--- src/sv/fts_pkg.sv ---
// Shared types and codes for the file transfer sender controller.
// Used by fts_decode, fts_emit and file_transfer_sender_fsm; depends on nothing.
package fts_pkg;

  localparam int MaxActions = 5;
  localparam int CountW     = 3;

  typedef logic [3:0] event_t;
  typedef logic [3:0] act_t;

  // Event codes.
  localparam event_t EV_ENTERED    = 4'd0;
  localparam event_t EV_SEND_DATA  = 4'd1;
  localparam event_t EV_ABANDON    = 4'd2;
  localparam event_t EV_CANCEL_NTC = 4'd3;
  localparam event_t EV_SUSP_NTC   = 4'd4;
  localparam event_t EV_PUT        = 4'd5;
  localparam event_t EV_SUSPEND    = 4'd6;
  localparam event_t EV_RESUME     = 4'd7;
  localparam event_t EV_CANCEL     = 4'd8;
  localparam event_t EV_REPORT     = 4'd9;
  localparam event_t EV_FREEZE     = 4'd10;
  localparam event_t EV_THAW       = 4'd11;

  // Action codes.
  localparam act_t A_TRANS_IND = 4'd0;
  localparam act_t A_SEND_META = 4'd1;
  localparam act_t A_SEND_EOF  = 4'd2;
  localparam act_t A_EOF_SENT  = 4'd3;
  localparam act_t A_FINISHED  = 4'd4;
  localparam act_t A_ISSUE     = 4'd5;
  localparam act_t A_ABANDONED = 4'd6;
  localparam act_t A_SUSPENDED = 4'd7;
  localparam act_t A_RESUMED   = 4'd8;
  localparam act_t A_REPORT    = 4'd9;
  localparam act_t A_OPEN      = 4'd10;
  localparam act_t A_DATA      = 4'd11;
  localparam act_t A_CLOSE     = 4'd12;
  localparam act_t A_REJECT    = 4'd13;

  typedef enum logic [1:0] {
    PH_META = 2'd0,
    PH_SEND = 2'd1,
    PH_DONE = 2'd2
  } phase_t;

  typedef struct packed {
    phase_t phase;
    logic   suspended;
    logic   frozen;
    logic   cancel;
  } ctl_state_t;

  typedef struct packed {
    act_t   action;
    event_t req;
    logic   cond;
  } entry_t;

  typedef struct packed {
    logic [CountW-1:0]             count;
    entry_t [MaxActions-1:0]       entries;
  } action_list_t;

  typedef struct packed {
    event_t ev;
    logic   in_prog;
    logic   ready;
    logic   done;
  } event_item_t;

  function automatic entry_t mk(input act_t a, input event_t r, input logic c);
    entry_t e;
    e.action = a;
    e.req    = r;
    e.cond   = c;
    return e;
  endfunction

endpackage

--- src/sv/fts_decode.sv ---
// Combinational event decoder: turns one event and the controller state
// into an ordered action list and the next state. Depends on fts_pkg.
module fts_decode (
  input  fts_pkg::event_item_t  item,
  input  fts_pkg::ctl_state_t   st,
  output fts_pkg::action_list_t list,
  output fts_pkg::ctl_state_t   st_next
);
  import fts_pkg::*;

  entry_t eof_e;
  assign eof_e = mk(A_SEND_EOF, EV_ENTERED, st.cancel);

  always_comb begin
    list    = '0;
    st_next = st;
    case (st.phase)
      PH_META: begin
        if (item.ev == EV_ENTERED) begin
          st_next.suspended = 1'b0;
          st_next.frozen    = 1'b0;
          st_next.cancel    = 1'b0;
        end else if (item.ev == EV_PUT) begin
          list.entries[0] = mk(A_TRANS_IND, EV_ENTERED, 1'b0);
          list.entries[1] = mk(A_SEND_META, EV_ENTERED, 1'b0);
          if (item.in_prog) begin
            st_next.phase   = PH_SEND;
            list.entries[2] = mk(A_ISSUE, EV_ENTERED, 1'b0);
            list.count      = 3'd3;
          end else begin
            list.entries[2] = eof_e;
            list.entries[3] = mk(A_EOF_SENT, EV_ENTERED, 1'b0);
            list.entries[4] = mk(A_FINISHED, EV_ENTERED, 1'b0);
            list.count      = 3'd5;
          end
        end else begin
          list.entries[0] = mk(A_REJECT, EV_ENTERED, 1'b0);
          list.count      = 3'd1;
        end
      end
      PH_SEND: begin
        case (item.ev)
          EV_ENTERED: begin
            list.entries[0] = mk(A_OPEN, EV_ENTERED, 1'b0);
            list.entries[1] = mk(A_ISSUE, EV_SEND_DATA, 1'b0);
            list.count      = 3'd2;
          end
          EV_SEND_DATA: begin
            if (!st.suspended && !st.frozen) begin
              if (item.ready && item.done) begin
                list.entries[0] = mk(A_DATA, EV_ENTERED, 1'b0);
                list.entries[1] = eof_e;
                list.entries[2] = mk(A_EOF_SENT, EV_ENTERED, 1'b0);
                list.entries[3] = mk(A_FINISHED, EV_ENTERED, 1'b0);
                list.entries[4] = mk(A_CLOSE, EV_ENTERED, 1'b0);
                list.count      = 3'd5;
                st_next.phase   = PH_DONE;
              end else if (item.ready) begin
                list.entries[0] = mk(A_DATA, EV_ENTERED, 1'b0);
                list.entries[1] = mk(A_ISSUE, EV_SEND_DATA, 1'b0);
                list.count      = 3'd2;
              end else begin
                list.entries[0] = mk(A_ISSUE, EV_SEND_DATA, 1'b0);
                list.count      = 3'd1;
              end
            end
          end
          EV_ABANDON: begin
            list.entries[0] = mk(A_ABANDONED, EV_ENTERED, 1'b0);
            list.entries[1] = mk(A_CLOSE, EV_ENTERED, 1'b0);
            list.count      = 3'd2;
            st_next.phase   = PH_DONE;
          end
          EV_CANCEL_NTC: begin
            list.entries[0] = eof_e;
            list.entries[1] = mk(A_FINISHED, EV_ENTERED, 1'b0);
            list.entries[2] = mk(A_CLOSE, EV_ENTERED, 1'b0);
            list.count      = 3'd3;
            st_next.phase   = PH_DONE;
          end
          EV_SUSP_NTC: begin
            if (!st.suspended) begin
              list.entries[0]   = mk(A_SUSPENDED, EV_ENTERED, 1'b0);
              list.count        = 3'd1;
              st_next.suspended = 1'b1;
            end
          end
          EV_SUSPEND: begin
            list.entries[0] = mk(A_ISSUE, EV_SUSP_NTC, 1'b0);
            list.count      = 3'd1;
          end
          EV_RESUME: begin
            if (st.suspended) begin
              list.entries[0]   = mk(A_RESUMED, EV_ENTERED, 1'b0);
              list.entries[1]   = mk(A_ISSUE, EV_SEND_DATA, 1'b0);
              list.count        = 3'd2;
              st_next.suspended = 1'b0;
            end else begin
              list.entries[0] = mk(A_ISSUE, EV_SEND_DATA, 1'b0);
              list.count      = 3'd1;
            end
          end
          EV_CANCEL: begin
            st_next.cancel  = 1'b1;
            list.entries[0] = mk(A_ISSUE, EV_CANCEL_NTC, 1'b0);
            list.count      = 3'd1;
          end
          EV_REPORT: begin
            list.entries[0] = mk(A_REPORT, EV_ENTERED, 1'b0);
            list.count      = 3'd1;
          end
          EV_FREEZE: begin
            st_next.frozen = 1'b1;
          end
          EV_THAW: begin
            if (st.frozen) begin
              st_next.frozen  = 1'b0;
              list.entries[0] = mk(A_ISSUE, EV_SEND_DATA, 1'b0);
              list.count      = 3'd1;
            end
          end
          default: begin
            list.entries[0] = mk(A_REJECT, EV_ENTERED, 1'b0);
            list.count      = 3'd1;
          end
        endcase
      end
      default: begin
        // Completed: every event is dropped without actions.
      end
    endcase
  end

endmodule

--- src/sv/fts_emit.sv ---
// Result serializer: holds one decoded action list and hands its items out
// one per cycle while out_ready is high, marking the final one. Depends on fts_pkg.
module fts_emit (
  input  logic                  clk,
  input  logic                  rst,
  input  logic                  load,
  input  fts_pkg::action_list_t list_in,
  input  logic                  out_ready,
  output logic                  busy,
  output logic                  out_last,
  output fts_pkg::entry_t       out_entry
);
  import fts_pkg::*;

  action_list_t      list;
  logic [CountW-1:0] idx;
  logic              adv;

  assign out_last  = (idx == list.count - 3'd1);
  assign out_entry = list.entries[idx];
  assign adv       = busy && out_ready;

  always_ff @(posedge clk) begin
    if (rst) begin
      busy <= 1'b0;
      idx  <= '0;
    end else if (load) begin
      busy <= (list_in.count != '0);
      idx  <= '0;
    end else if (adv) begin
      if (out_last) begin
        busy <= 1'b0;
      end else begin
        idx <= idx + 3'd1;
      end
    end
  end

  always_ff @(posedge clk) begin
    if (load) begin
      list <= list_in;
    end
  end

endmodule

--- src/sv/file_transfer_sender_fsm.sv ---
// Top level of the unacknowledged file transfer sender controller.
// Instantiates fts_decode and fts_emit; depends on fts_pkg.

// Each accepted event item is held in an input register, decoded
// combinationally into zero to five action items, and the controller state
// (phase, suspended, frozen, cancel condition) is updated when the decoded
// list moves into the output serializer. Actions then leave on the master
// side one per cycle while m_tready is high, the final one of each event
// flagged with m_tlast. The next event is taken while the previous event's
// actions are still draining, and its list is loaded in the same cycle the
// last action is taken. The transaction number register is written through
// the cfg channel and is copied into every action item. The user must write
// it only while no event is in flight; the block itself does not enforce
// this.
module file_transfer_sender_fsm (
  input  logic        clk,
  input  logic        rst,
  // Configuration write: transaction number.
  input  logic        cfg_valid,
  output logic        cfg_ready,
  input  logic [7:0]  cfg_data,
  // Event input.
  input  logic        s_tvalid,
  output logic        s_tready,
  // [3:0] event_code, [4] transfer_in_progress, [5] transport_ready,
  // [6] send_complete, [7] zero.
  input  logic [7:0]  s_tdata,
  // Action output.
  output logic        m_tvalid,
  input  logic        m_tready,
  // [3:0] action, [7:4] requested_event, [8] eof_condition,
  // [16:9] transaction_tag, [23:17] zero.
  output logic [23:0] m_tdata,
  output logic        m_tlast    // last_action
);
  import fts_pkg::*;

  logic         [7:0] trans_num;
  event_item_t        item;
  logic               item_valid;
  ctl_state_t         st;
  ctl_state_t         st_next;
  action_list_t       list;
  logic               xfer;
  logic               em_busy;
  logic               em_last;
  entry_t             em_entry;

  // Configuration register; always ready.
  assign cfg_ready = 1'b1;

  always_ff @(posedge clk) begin
    if (rst) begin
      trans_num <= '0;
    end else if (cfg_valid) begin
      trans_num <= cfg_data;
    end
  end

  // The held event moves on once the serializer is empty or is handing
  // over its final item in this cycle.
  assign xfer     = item_valid && (!em_busy || (m_tready && em_last));
  assign s_tready = !item_valid || xfer;

  always_ff @(posedge clk) begin
    if (rst) begin
      item_valid <= 1'b0;
    end else if (s_tready) begin
      item_valid <= s_tvalid;
    end
  end

  always_ff @(posedge clk) begin
    if (s_tvalid && s_tready) begin
      item.ev      <= s_tdata[3:0];
      item.in_prog <= s_tdata[4];
      item.ready   <= s_tdata[5];
      item.done    <= s_tdata[6];
    end
  end

  // Controller state commits when the decoded list is handed on.
  always_ff @(posedge clk) begin
    if (rst) begin
      st.phase     <= PH_META;
      st.suspended <= 1'b0;
      st.frozen    <= 1'b0;
      st.cancel    <= 1'b0;
    end else if (xfer) begin
      st <= st_next;
    end
  end

  fts_decode u_decode (
    .item    (item),
    .st      (st),
    .list    (list),
    .st_next (st_next)
  );

  fts_emit u_emit (
    .clk       (clk),
    .rst       (rst),
    .load      (xfer),
    .list_in   (list),
    .out_ready (m_tready),
    .busy      (em_busy),
    .out_last  (em_last),
    .out_entry (em_entry)
  );

  assign m_tvalid = em_busy;
  assign m_tlast  = em_last;
  assign m_tdata  = {7'd0, trans_num, em_entry.cond, em_entry.req, em_entry.action};

  // A new list may only replace one whose final item leaves in this cycle.
  a_load_only_at_end: assert property (@(posedge clk) disable iff (rst)
    xfer && em_busy |-> m_tready && em_last)
    else $error("action list overwritten before it drained");

  // The completed phase never produces actions.
  a_done_silent: assert property (@(posedge clk) disable iff (rst)
    item_valid && (st.phase == PH_DONE) |-> list.count == '0)
    else $error("actions decoded in completed phase");

  // The decoder never produces more actions than the serializer holds.
  a_count_bound: assert property (@(posedge clk) disable iff (rst)
    item_valid |-> list.count <= 3'd5)
    else $error("action count out of range");

endmodule
--- config.mk ---
export PLATFORM = sky130hd
export DESIGN_NAME = file_transfer_sender_fsm
export DESIGN_NICKNAME = d
export VERILOG_FILES = /design/src/sv/fts_pkg.sv /design/src/sv/fts_decode.sv /design/src/sv/fts_emit.sv /design/src/sv/file_transfer_sender_fsm.sv
export SDC_FILE = /design/constraint.sdc
export NUM_CORES = 1
export LEC_CHECK = 0
export BUFFER_PORTS_ARGS = -buffer_cell sky130_fd_sc_hd__buf_2
export CAP_MARGIN = 20
export CORE_MARGIN = 2
export CORE_UTILIZATION = 63
export CTS_CLUSTER_SIZE = 24
export DETAILED_ROUTE_END_ITERATION = 8
export PLACE_DENSITY_LB_ADDON = 0.15
export SLEW_MARGIN = 25
export SYNTH_ARGS = -nofsm -noshare
export SYNTH_HDL_FRONTEND = slang
export SYNTH_HIERARCHICAL = 1
export SYNTH_SLANG_ARGS = --single-unit
--- constraint.sdc ---
create_clock -name clk -period 4.5 [get_ports clk]
set_input_delay 0.675 -clock clk [delete_from_list [all_inputs] [get_ports clk]]
set_output_delay 0.675 -clock clk [all_outputs]
set_load 0.1 [all_outputs]
==> out/qor.txt, run 1 <==
====================================================================================
Outcome                                                                 finished clean
Share of flip-flops with an asynchronous set or reset after synthesis             0%
Detailed-route via count                                                        2465
Lkg Pwr                                                                      1.58 nW
CP Capture Type                                                         primary output
Most common library cell in the layout ignoring fill and taps               edfxtp_1
Area growth, synth to finish                                                   6.96%
Worst supply voltage drop on vdd                                            0.266 mV
Worst Reg-to-Reg Cells                                                             8
Top achievable clock speed                                                   323 MHz
Standard cell core area                                                     5890 um2
Most used cells in the layout excluding fill and tap cells              edfxtp_1 (55), buf_2 (39), conb_1 (29)
Synth top area cells                                                    edfxtp_1 (43%), dfxtp_1 (9.5%), buf_4 (6.3%)
Resized cells post-CTS                                                             0
GRT busiest layer                                                               met2
Root Buffer                                                                 clkbuf_8
Yosys cell types                                                                  57
Antenna violations before repair                                                   0
Critical path origin                                                    u_emit/idx[0]
Mean post-synth cell area                                                   11.1 um2
Relative contribution of combinational cells to total power                    14.0%
Start point of the worst hold path                                      trans_num[0]
Cell count after synthesis                                                       343
Clock tree from TritonCTS                                                        yes
GRT met1 Usage                                                                 29.2%
Cell area after layout                                                      4080 um2
Height of the die                                                            81.8 um
Final hold viol count                                                              0
Utilization after layout                                                       69.2%
Die area                                                                    6690 um2
Met3 capacity usage during global routing                                      4.29%
Pwr per Cell Area                                                         365 nW/um2
Final setup violating endpoints                                                    0
Post-route DRC                                                                     0
Kind of start point of the critical path                                   flip-flop
Via density per instance                                                        5.49
Post-CTS Setup Repair Bufs                                                         0
Capture point of the worst reg-to-reg path                              u_emit/idx[0]
Worst-case hold path end point                                          trans_num[0]
Register-to-register path setup slack                                        1.53 ns
Number of buffers created by CTS                                                   9
Clock skew after layout                                                   0.00709 ns
Number of enable flip-flop cells after synthesis                                  55
Count of input and output buffers                                                 39
Number of sinks handled by clock tree synthesis                                   73
Sw Pwr                                                                      0.409 mW
Top-area cell type share of the netlist area                                   43.3%
Instance area at placement                                                  3880 um2
Skew-Pair Late Insertion Delay                                               0.33 ns
Synth warnings                                                                     6
Largest net degree at the start of global routing                                 33
Standard-cell rows                                                                28
Count of H-tree levels built during CTS                                            3
RSZ-0062 raised after global routing                                              no
Aggregate global-route resource usage                                          21.9%
Die width                                                                    81.8 um
Effective utilization at floorplan                                             64.7%
Area of the mapped netlist                                                  3810 um2
Area leader, netlist                                                        edfxtp_1
GR Util met2                                                                   34.9%
Total negative setup slack                                                      0 ns
Vias in the first global route                                                  2304
Highest-delay cell along the critical path                                   dfxtp_1
Post-layout min period                                                       3.09 ns
Number of buffers inserted for hold repair after clock tree synthesis              0
Routed wire length                                                           6550 um
Period utilisation layout                                                      68.7%
First-pass detailed-route iteration total                                          4
Last weighted congestion value of the routability-driven placer                0.838
Post-DP HPWL                                                                 4450 um
Post-layout net count                                                            392
Most frequently used flop master after synthesis                            edfxtp_1
Classification of the worst setup path                                       reg2out
Slew at the pin closest to its max-slew limit                               0.908 ns
Share of layout cells above drive strength 1                                   19.3%
Peak per-stage delay on the critical path                                    0.86 ns
Diode insertion count for antenna repair                                           0
Cells along the critical path                                           xor2_1 -> and3_2 -> a21boi_2 -> nand2_1 -> buf_2
Rel. slew slack                                                                39.3%
Number of cells on the worst hold path                                             2
Clock-pin transition on the worst setup and hold timing paths                0.07 ns
Routed length per placed instance                                            14.6 um
Max-Cap Viols                                                                      0
Part of the Yosys area used for sequential elements                            52.8%
Reg-to-reg startpoint                                                   u_emit/idx[0]
#FFs+latches synth                                                                73
Critical path peak fanout                                                         14
Filler cell count in the final layout                                            472
Data required time of the critical path                                      3.83 ns
Portion of total power attributed to sequential cells                          52.4%
Iteration-0 DRC count of the detailed router                                     154
Max-slew violation total from the final report                                     0
Switching part of the total power                                              27.5%
Cell-internal power                                                          1.08 mW
Worst slack on hold paths                                                   0.489 ns
Antenna-violating nets left                                                        0
Endpoint arrival time on the critical path                                   2.42 ns
Boundary pin count                                                                49
Clock network fraction of total power                                          33.6%
First-pass GRT wire length                                                  10900 um
Clock buffer depth                                                                 2
Path class of the lowest-slack min-delay path                                reg2reg
Overall overflow remaining after global route                                      0
====================================================================================
## worst max path at each step
stage,endpoint,slack [ns],cells after the start
2_1_floorplan,m_tdata[0],0.87,4
3_3_place_gp,u_emit/idx[0],1.56,8
3_5_place_dp,u_emit/idx[0],1.48,8
4_1_cts,s_tready,1.37,5
5_1_grt,s_tready,1.20,5
6_report,s_tready,1.41,5
## kinds of logic after synthesis
group           after synthesis  synth area share (%)
simple gates                103                  13.7
flops                        73                  52.8
buf+inv                      68                  10.6
compound gates               64                  10.6
mux                          25                  9.75
xor+xnor                      5                  1.51
other cells                   3                 0.296
fa+ha+maj                     2                 0.657
## synthesized netlist by cell type (all sizes together), types with 3 or more instances
cell / number
inv: 17
a31oi: 6
nor2b: 5
nand2: 28
nand3: 4
mux2i: 15
and3: 3
a21boi: 3
edfxtp: 55
clkbuf: 5
a21oi: 11
buf: 46
dfxtp: 18
conb: 3
xor2: 3
mux4: 9
o21ai: 28
and2: 5
nor3: 6
nand2b: 15
nor2: 28
## state kept, by name, indices dropped and copies added (netlist names)
register	flops
u_emit/busy	1
u_emit/idx	3
u_emit/list	48
st	5
item	7
trans_num	8
item_valid	1
## power by group through the flow
stage	Clock, mW	Combinational, mW	Sequential, mW
detailed placement	0	0.208	0.794
finish	0.499	0.208	0.779
CTS	0.510	0.208	0.779
global route	0.537	0.223	0.783
global placement	0	0.205	0.793
floorplan	0	0.168	0.815
## stage by stage
stage / worst slack [ns] / std cells / power (mW)
5_1_grt: 1.20 / 449 / 1.54
4_1_cts: 1.37 / 449 / 1.50
3_5_place_dp: 1.48 / 433 / 1.00
3_3_place_gp: 1.56 / 433 / 0.998
2_1_floorplan: 0.865 / 369 / 0.983
6_report: 1.41 / 449 / 1.49
## layout make-up
type / count / area (um2) / share of cell area, %
inverters: 17 / 63.8 / 1.57
clock buffers: 14 / 153 / 3.75
well taps: 75 / 93.8 / 2.30
repair buffers: 40 / 215 / 5.28
multi-input cells: 228 / 1500 / 36.8
flip-flops and latches: 73 / 2010 / 49.4
clock inverters: 2 / 38.8 / 0.952
## layer usage
metal  wire, um  vias up
met5          0        -
met4        104        0
met3        302       12
met2       3120       74
met1       3020     1164
li1           -     1215
## critical path: cells and delay by family, from the launching register on
kind / cells / cell delay [ns]
buffers and inverters: 1 / 0.42
AOI/OAI and AO/OA: 1 / 0.09
DFF: 1 / 0.86
and+or+nand+nor: 2 / 0.36
xor gates and xnor gates: 1 / 0.35
Note: power is estimated with default switching activity, not from simulation.
==> run 2: changes to the inputs <==
--- a/config.mk
+++ b/config.mk
@@ -8,7 +8,7 @@
 export BUFFER_PORTS_ARGS = -buffer_cell sky130_fd_sc_hd__buf_2
 export CAP_MARGIN = 20
 export CORE_MARGIN = 2
-export CORE_UTILIZATION = 63
+export CORE_UTILIZATION = 53
 export CTS_CLUSTER_SIZE = 24
 export DETAILED_ROUTE_END_ITERATION = 8
 export PLACE_DENSITY_LB_ADDON = 0.15
==> constraint.sdc (replaced) <==
create_clock -name clk -period 2.6 [get_ports clk]
set_input_delay 0.39 -clock clk [delete_from_list [all_inputs] [get_ports clk]]
set_output_delay 0.39 -clock clk [all_outputs]
set_load 0.1 [all_outputs]
==> out/qor.txt, run 2 (synthesis results as in run 1) <==
==================================================================================
Outcome                                                               finished clean   unchanged
Iteration-0 DRC count of the detailed router                                   153   was 154
Max-slew violation total from the final report                                   0   unchanged
Period utilisation layout                                                    94.9%
Highest-delay cell along the critical path                                   buf_2   was dfxtp_1
Root Buffer                                                               clkbuf_8   unchanged
Max-Cap Viols                                                                    0   unchanged
Cells along the critical path                                         inv_1 -> ha_1 -> xor2_1 -> and3_4 -> buf_2   was xor2_1 -> and3_2 -> a21boi_2 -> nand2_1 -> buf_2
Worst-case hold path end point                                             item[5]   was trans_num[0]
Register-to-register path setup slack                                      0.35 ns   was 1.53 ns
Aggregate global-route resource usage                                        19.1%   was 21.9%
CP Capture Type                                                       primary output   unchanged
Most used cells in the layout excluding fill and tap cells            edfxtp_1 (55), buf_2 (38), conb_1 (29)   was edfxtp_1 (55), buf_2 (39), conb_1 (29)
Vias in the first global route                                                2310   was 2304
First-pass GRT wire length                                                11300 um   was 10900 um
Post-CTS Setup Repair Bufs                                                       0   unchanged
Die width                                                                  88.8 um   was 81.8 um
Number of buffers created by CTS                                                 9   unchanged
Clock buffer depth                                                               2   unchanged
Via density per instance                                                      5.22   was 5.49
Path class of the lowest-slack min-delay path                               in2reg   was reg2reg
Classification of the worst setup path                                     reg2out   unchanged
Number of sinks handled by clock tree synthesis                                 73   unchanged
Standard-cell rows                                                              30   was 28
Detailed-route via count                                                      2511   was 2465
Top achievable clock speed                                                 405 MHz
Diode insertion count for antenna repair                                         0   unchanged
Final hold viol count                                                            0   unchanged
Height of the die                                                          88.8 um   was 81.8 um
Clock skew after layout                                                 0.00913 ns   was 0.00709 ns
Number of cells on the worst hold path                                           1   was 2
Most common library cell in the layout ignoring fill and taps             edfxtp_1   unchanged
Count of buffer and inverter cells on the critical path                          2   was 1
Critical path peak fanout                                                        4   was 14
Final setup violating endpoints                                                  0   unchanged
Skew-Pair Late Insertion Delay                                             0.34 ns   was 0.33 ns
Total negative setup slack                                                    0 ns   unchanged
Largest net degree at the start of global routing                               48   was 33
RSZ-0062 raised after global routing                                            no   unchanged
Endpoint arrival time on the critical path                                 2.08 ns   was 2.42 ns
Routed wire length                                                         6770 um   was 6550 um
First-pass detailed-route iteration total                                        4   unchanged
Data required time of the critical path                                    2.21 ns   was 3.83 ns
Kind of start point of the critical path                                 flip-flop   unchanged
Count of input and output buffers                                               39   unchanged
Share of layout cells above drive strength 1                                 22.6%   was 19.3%
Worst Reg-to-Reg Cells                                                           9   was 8
Effective utilization at floorplan                                           55.5%   was 64.7%
Family of cells with the greatest summed delay on the critical path   buffers and inverters   was flip-flops
Die area                                                                  7880 um2   was 6690 um2
Area growth, synth to finish                                                 10.5%   was 6.96%
Pwr per Cell Area                                                       607 nW/um2   was 365 nW/um2
Critical path origin                                                  u_emit/list[45]   was u_emit/idx[0]
Filler cell count in the final layout                                          586   was 472
Largest registers in the final layout                                 u_emit/list: 48 flops, trans_num: 8 flops, item: 7 flops   unchanged
Register with the most flip-flops                                      u_emit/list   unchanged
Routed length per placed instance                                          14.1 um   was 14.6 um
Clock-pin transition on the worst setup and hold timing paths              0.07 ns   about the same
Clock tree from TritonCTS                                                      yes   unchanged
Reg-to-reg startpoint                                                 u_emit/list[45]   was u_emit/idx[0]
Antenna violations before repair                                                 0   unchanged
Post-layout net count                                                          403   was 392
Number of flip-flops in the largest register                                    48   unchanged
Post-route DRC                                                                   0   unchanged
Count of H-tree levels built during CTS                                          3   unchanged
Overall overflow remaining after global route                                    0   unchanged
Standard cell core area                                                   6870 um2   was 5890 um2
Start point of the worst hold path                                      s_tdata[2]   was trans_num[0]
Capture point of the worst reg-to-reg path                            u_emit/idx[0]   unchanged
Worst supply voltage drop on vdd                                          0.331 mV   was 0.266 mV
Post-DP HPWL                                                               4750 um   was 4450 um
Lkg Pwr                                                                    1.65 nW   was 1.58 nW
Power Total                                                                2.56 mW   was 1.49 mW
Post-layout min period                                                     2.47 ns
Peak per-stage delay on the critical path                                  0.43 ns   was 0.86 ns
Boundary pin count                                                              49   unchanged
Antenna-violating nets left                                                      0   unchanged
Last weighted congestion value of the routability-driven placer              0.876   was 0.838
==================================================================================
[run 2: per-layer routing]
metal / vias to the layer above / track usage [%] / share of wire [%]
met3: 13 / 4.57 / 6.0
met4: 0 / 7.30 / 2.2
met2: 89 / 29.9 / 47
met5: - / 0 / 0
li1: 1241 / - / -
met1: 1168 / 26.0 / 45
[run 2: power breakdown]
part           switching (mW)  total, mW  leakage (nW)  internal, mW
combinational           0.298      0.394         0.881        0.0966
sequential             0.0229       1.33         0.675          1.31
clock                   0.396      0.833        0.0913         0.437
total                   0.717       2.56          1.65          1.84
[run 2: what timing repair did]
| action | in CTS | in global routing |
|---|---|---|
| hold buffers | 0 | 0 |
| cloned | 0 | 0 |
| resized for setup | 1 | 2 |
| pin swaps | 0 | 0 |
| hold endpoints to repair | 0 | 0 |
| endpoints found under the setup margin | 5 | 8 |
[run 2: layout make-up]
type | count | area [um2] | area share [%]
flip-flops and latches | 73 | 2010 | 47.8
inverters | 17 | 63.8 | 1.52
well taps | 96 | 120 | 2.85
clock inverters | 6 | 58.8 | 1.40
clock buffers | 10 | 128 | 3.03
repair buffers | 51 | 313 | 7.43
multi-input cells | 228 | 1510 | 35.9
[run 2: worst max-delay path by stage]
stage	to	slack [ns]	cells after the start
2_1_floorplan	m_tdata[0]	0.007	4
5_1_grt	m_tlast	0.01	5
3_5_place_dp	u_emit/idx[0]	0.30	9
3_3_place_gp	u_emit/idx[0]	0.37	9
4_1_cts	m_tdata[3]	0.02	5
6_report	m_tlast	0.13	5
[run 2: worst register-to-register path, delay by kind of cell, from the launching register on]
kind            cells  cell delay (ns)
simple gates        3             0.65
mux                 1             0.13
xor+xnor            1             0.35
buf+inv             2             0.27
fa+ha+maj           1             0.20
compound gates      1             0.18
flops               1             0.42
[run 2: per-stage QoR]
step	cells	cell area (um2)	hold WS, ns	util [%]	setup slack, ns
6_report	481	4210	0.226	61.3	0.132
5_1_grt	481	4210	0.209	61.3	0.0134
4_1_cts	481	4200	0.211	61.2	0.0167
3_5_place_dp	465	4010	0.482	58.4	0.301
3_3_place_gp	465	4010	0.468	58.4	0.369
2_1_floorplan	369	3910	0.445	-	0.00719
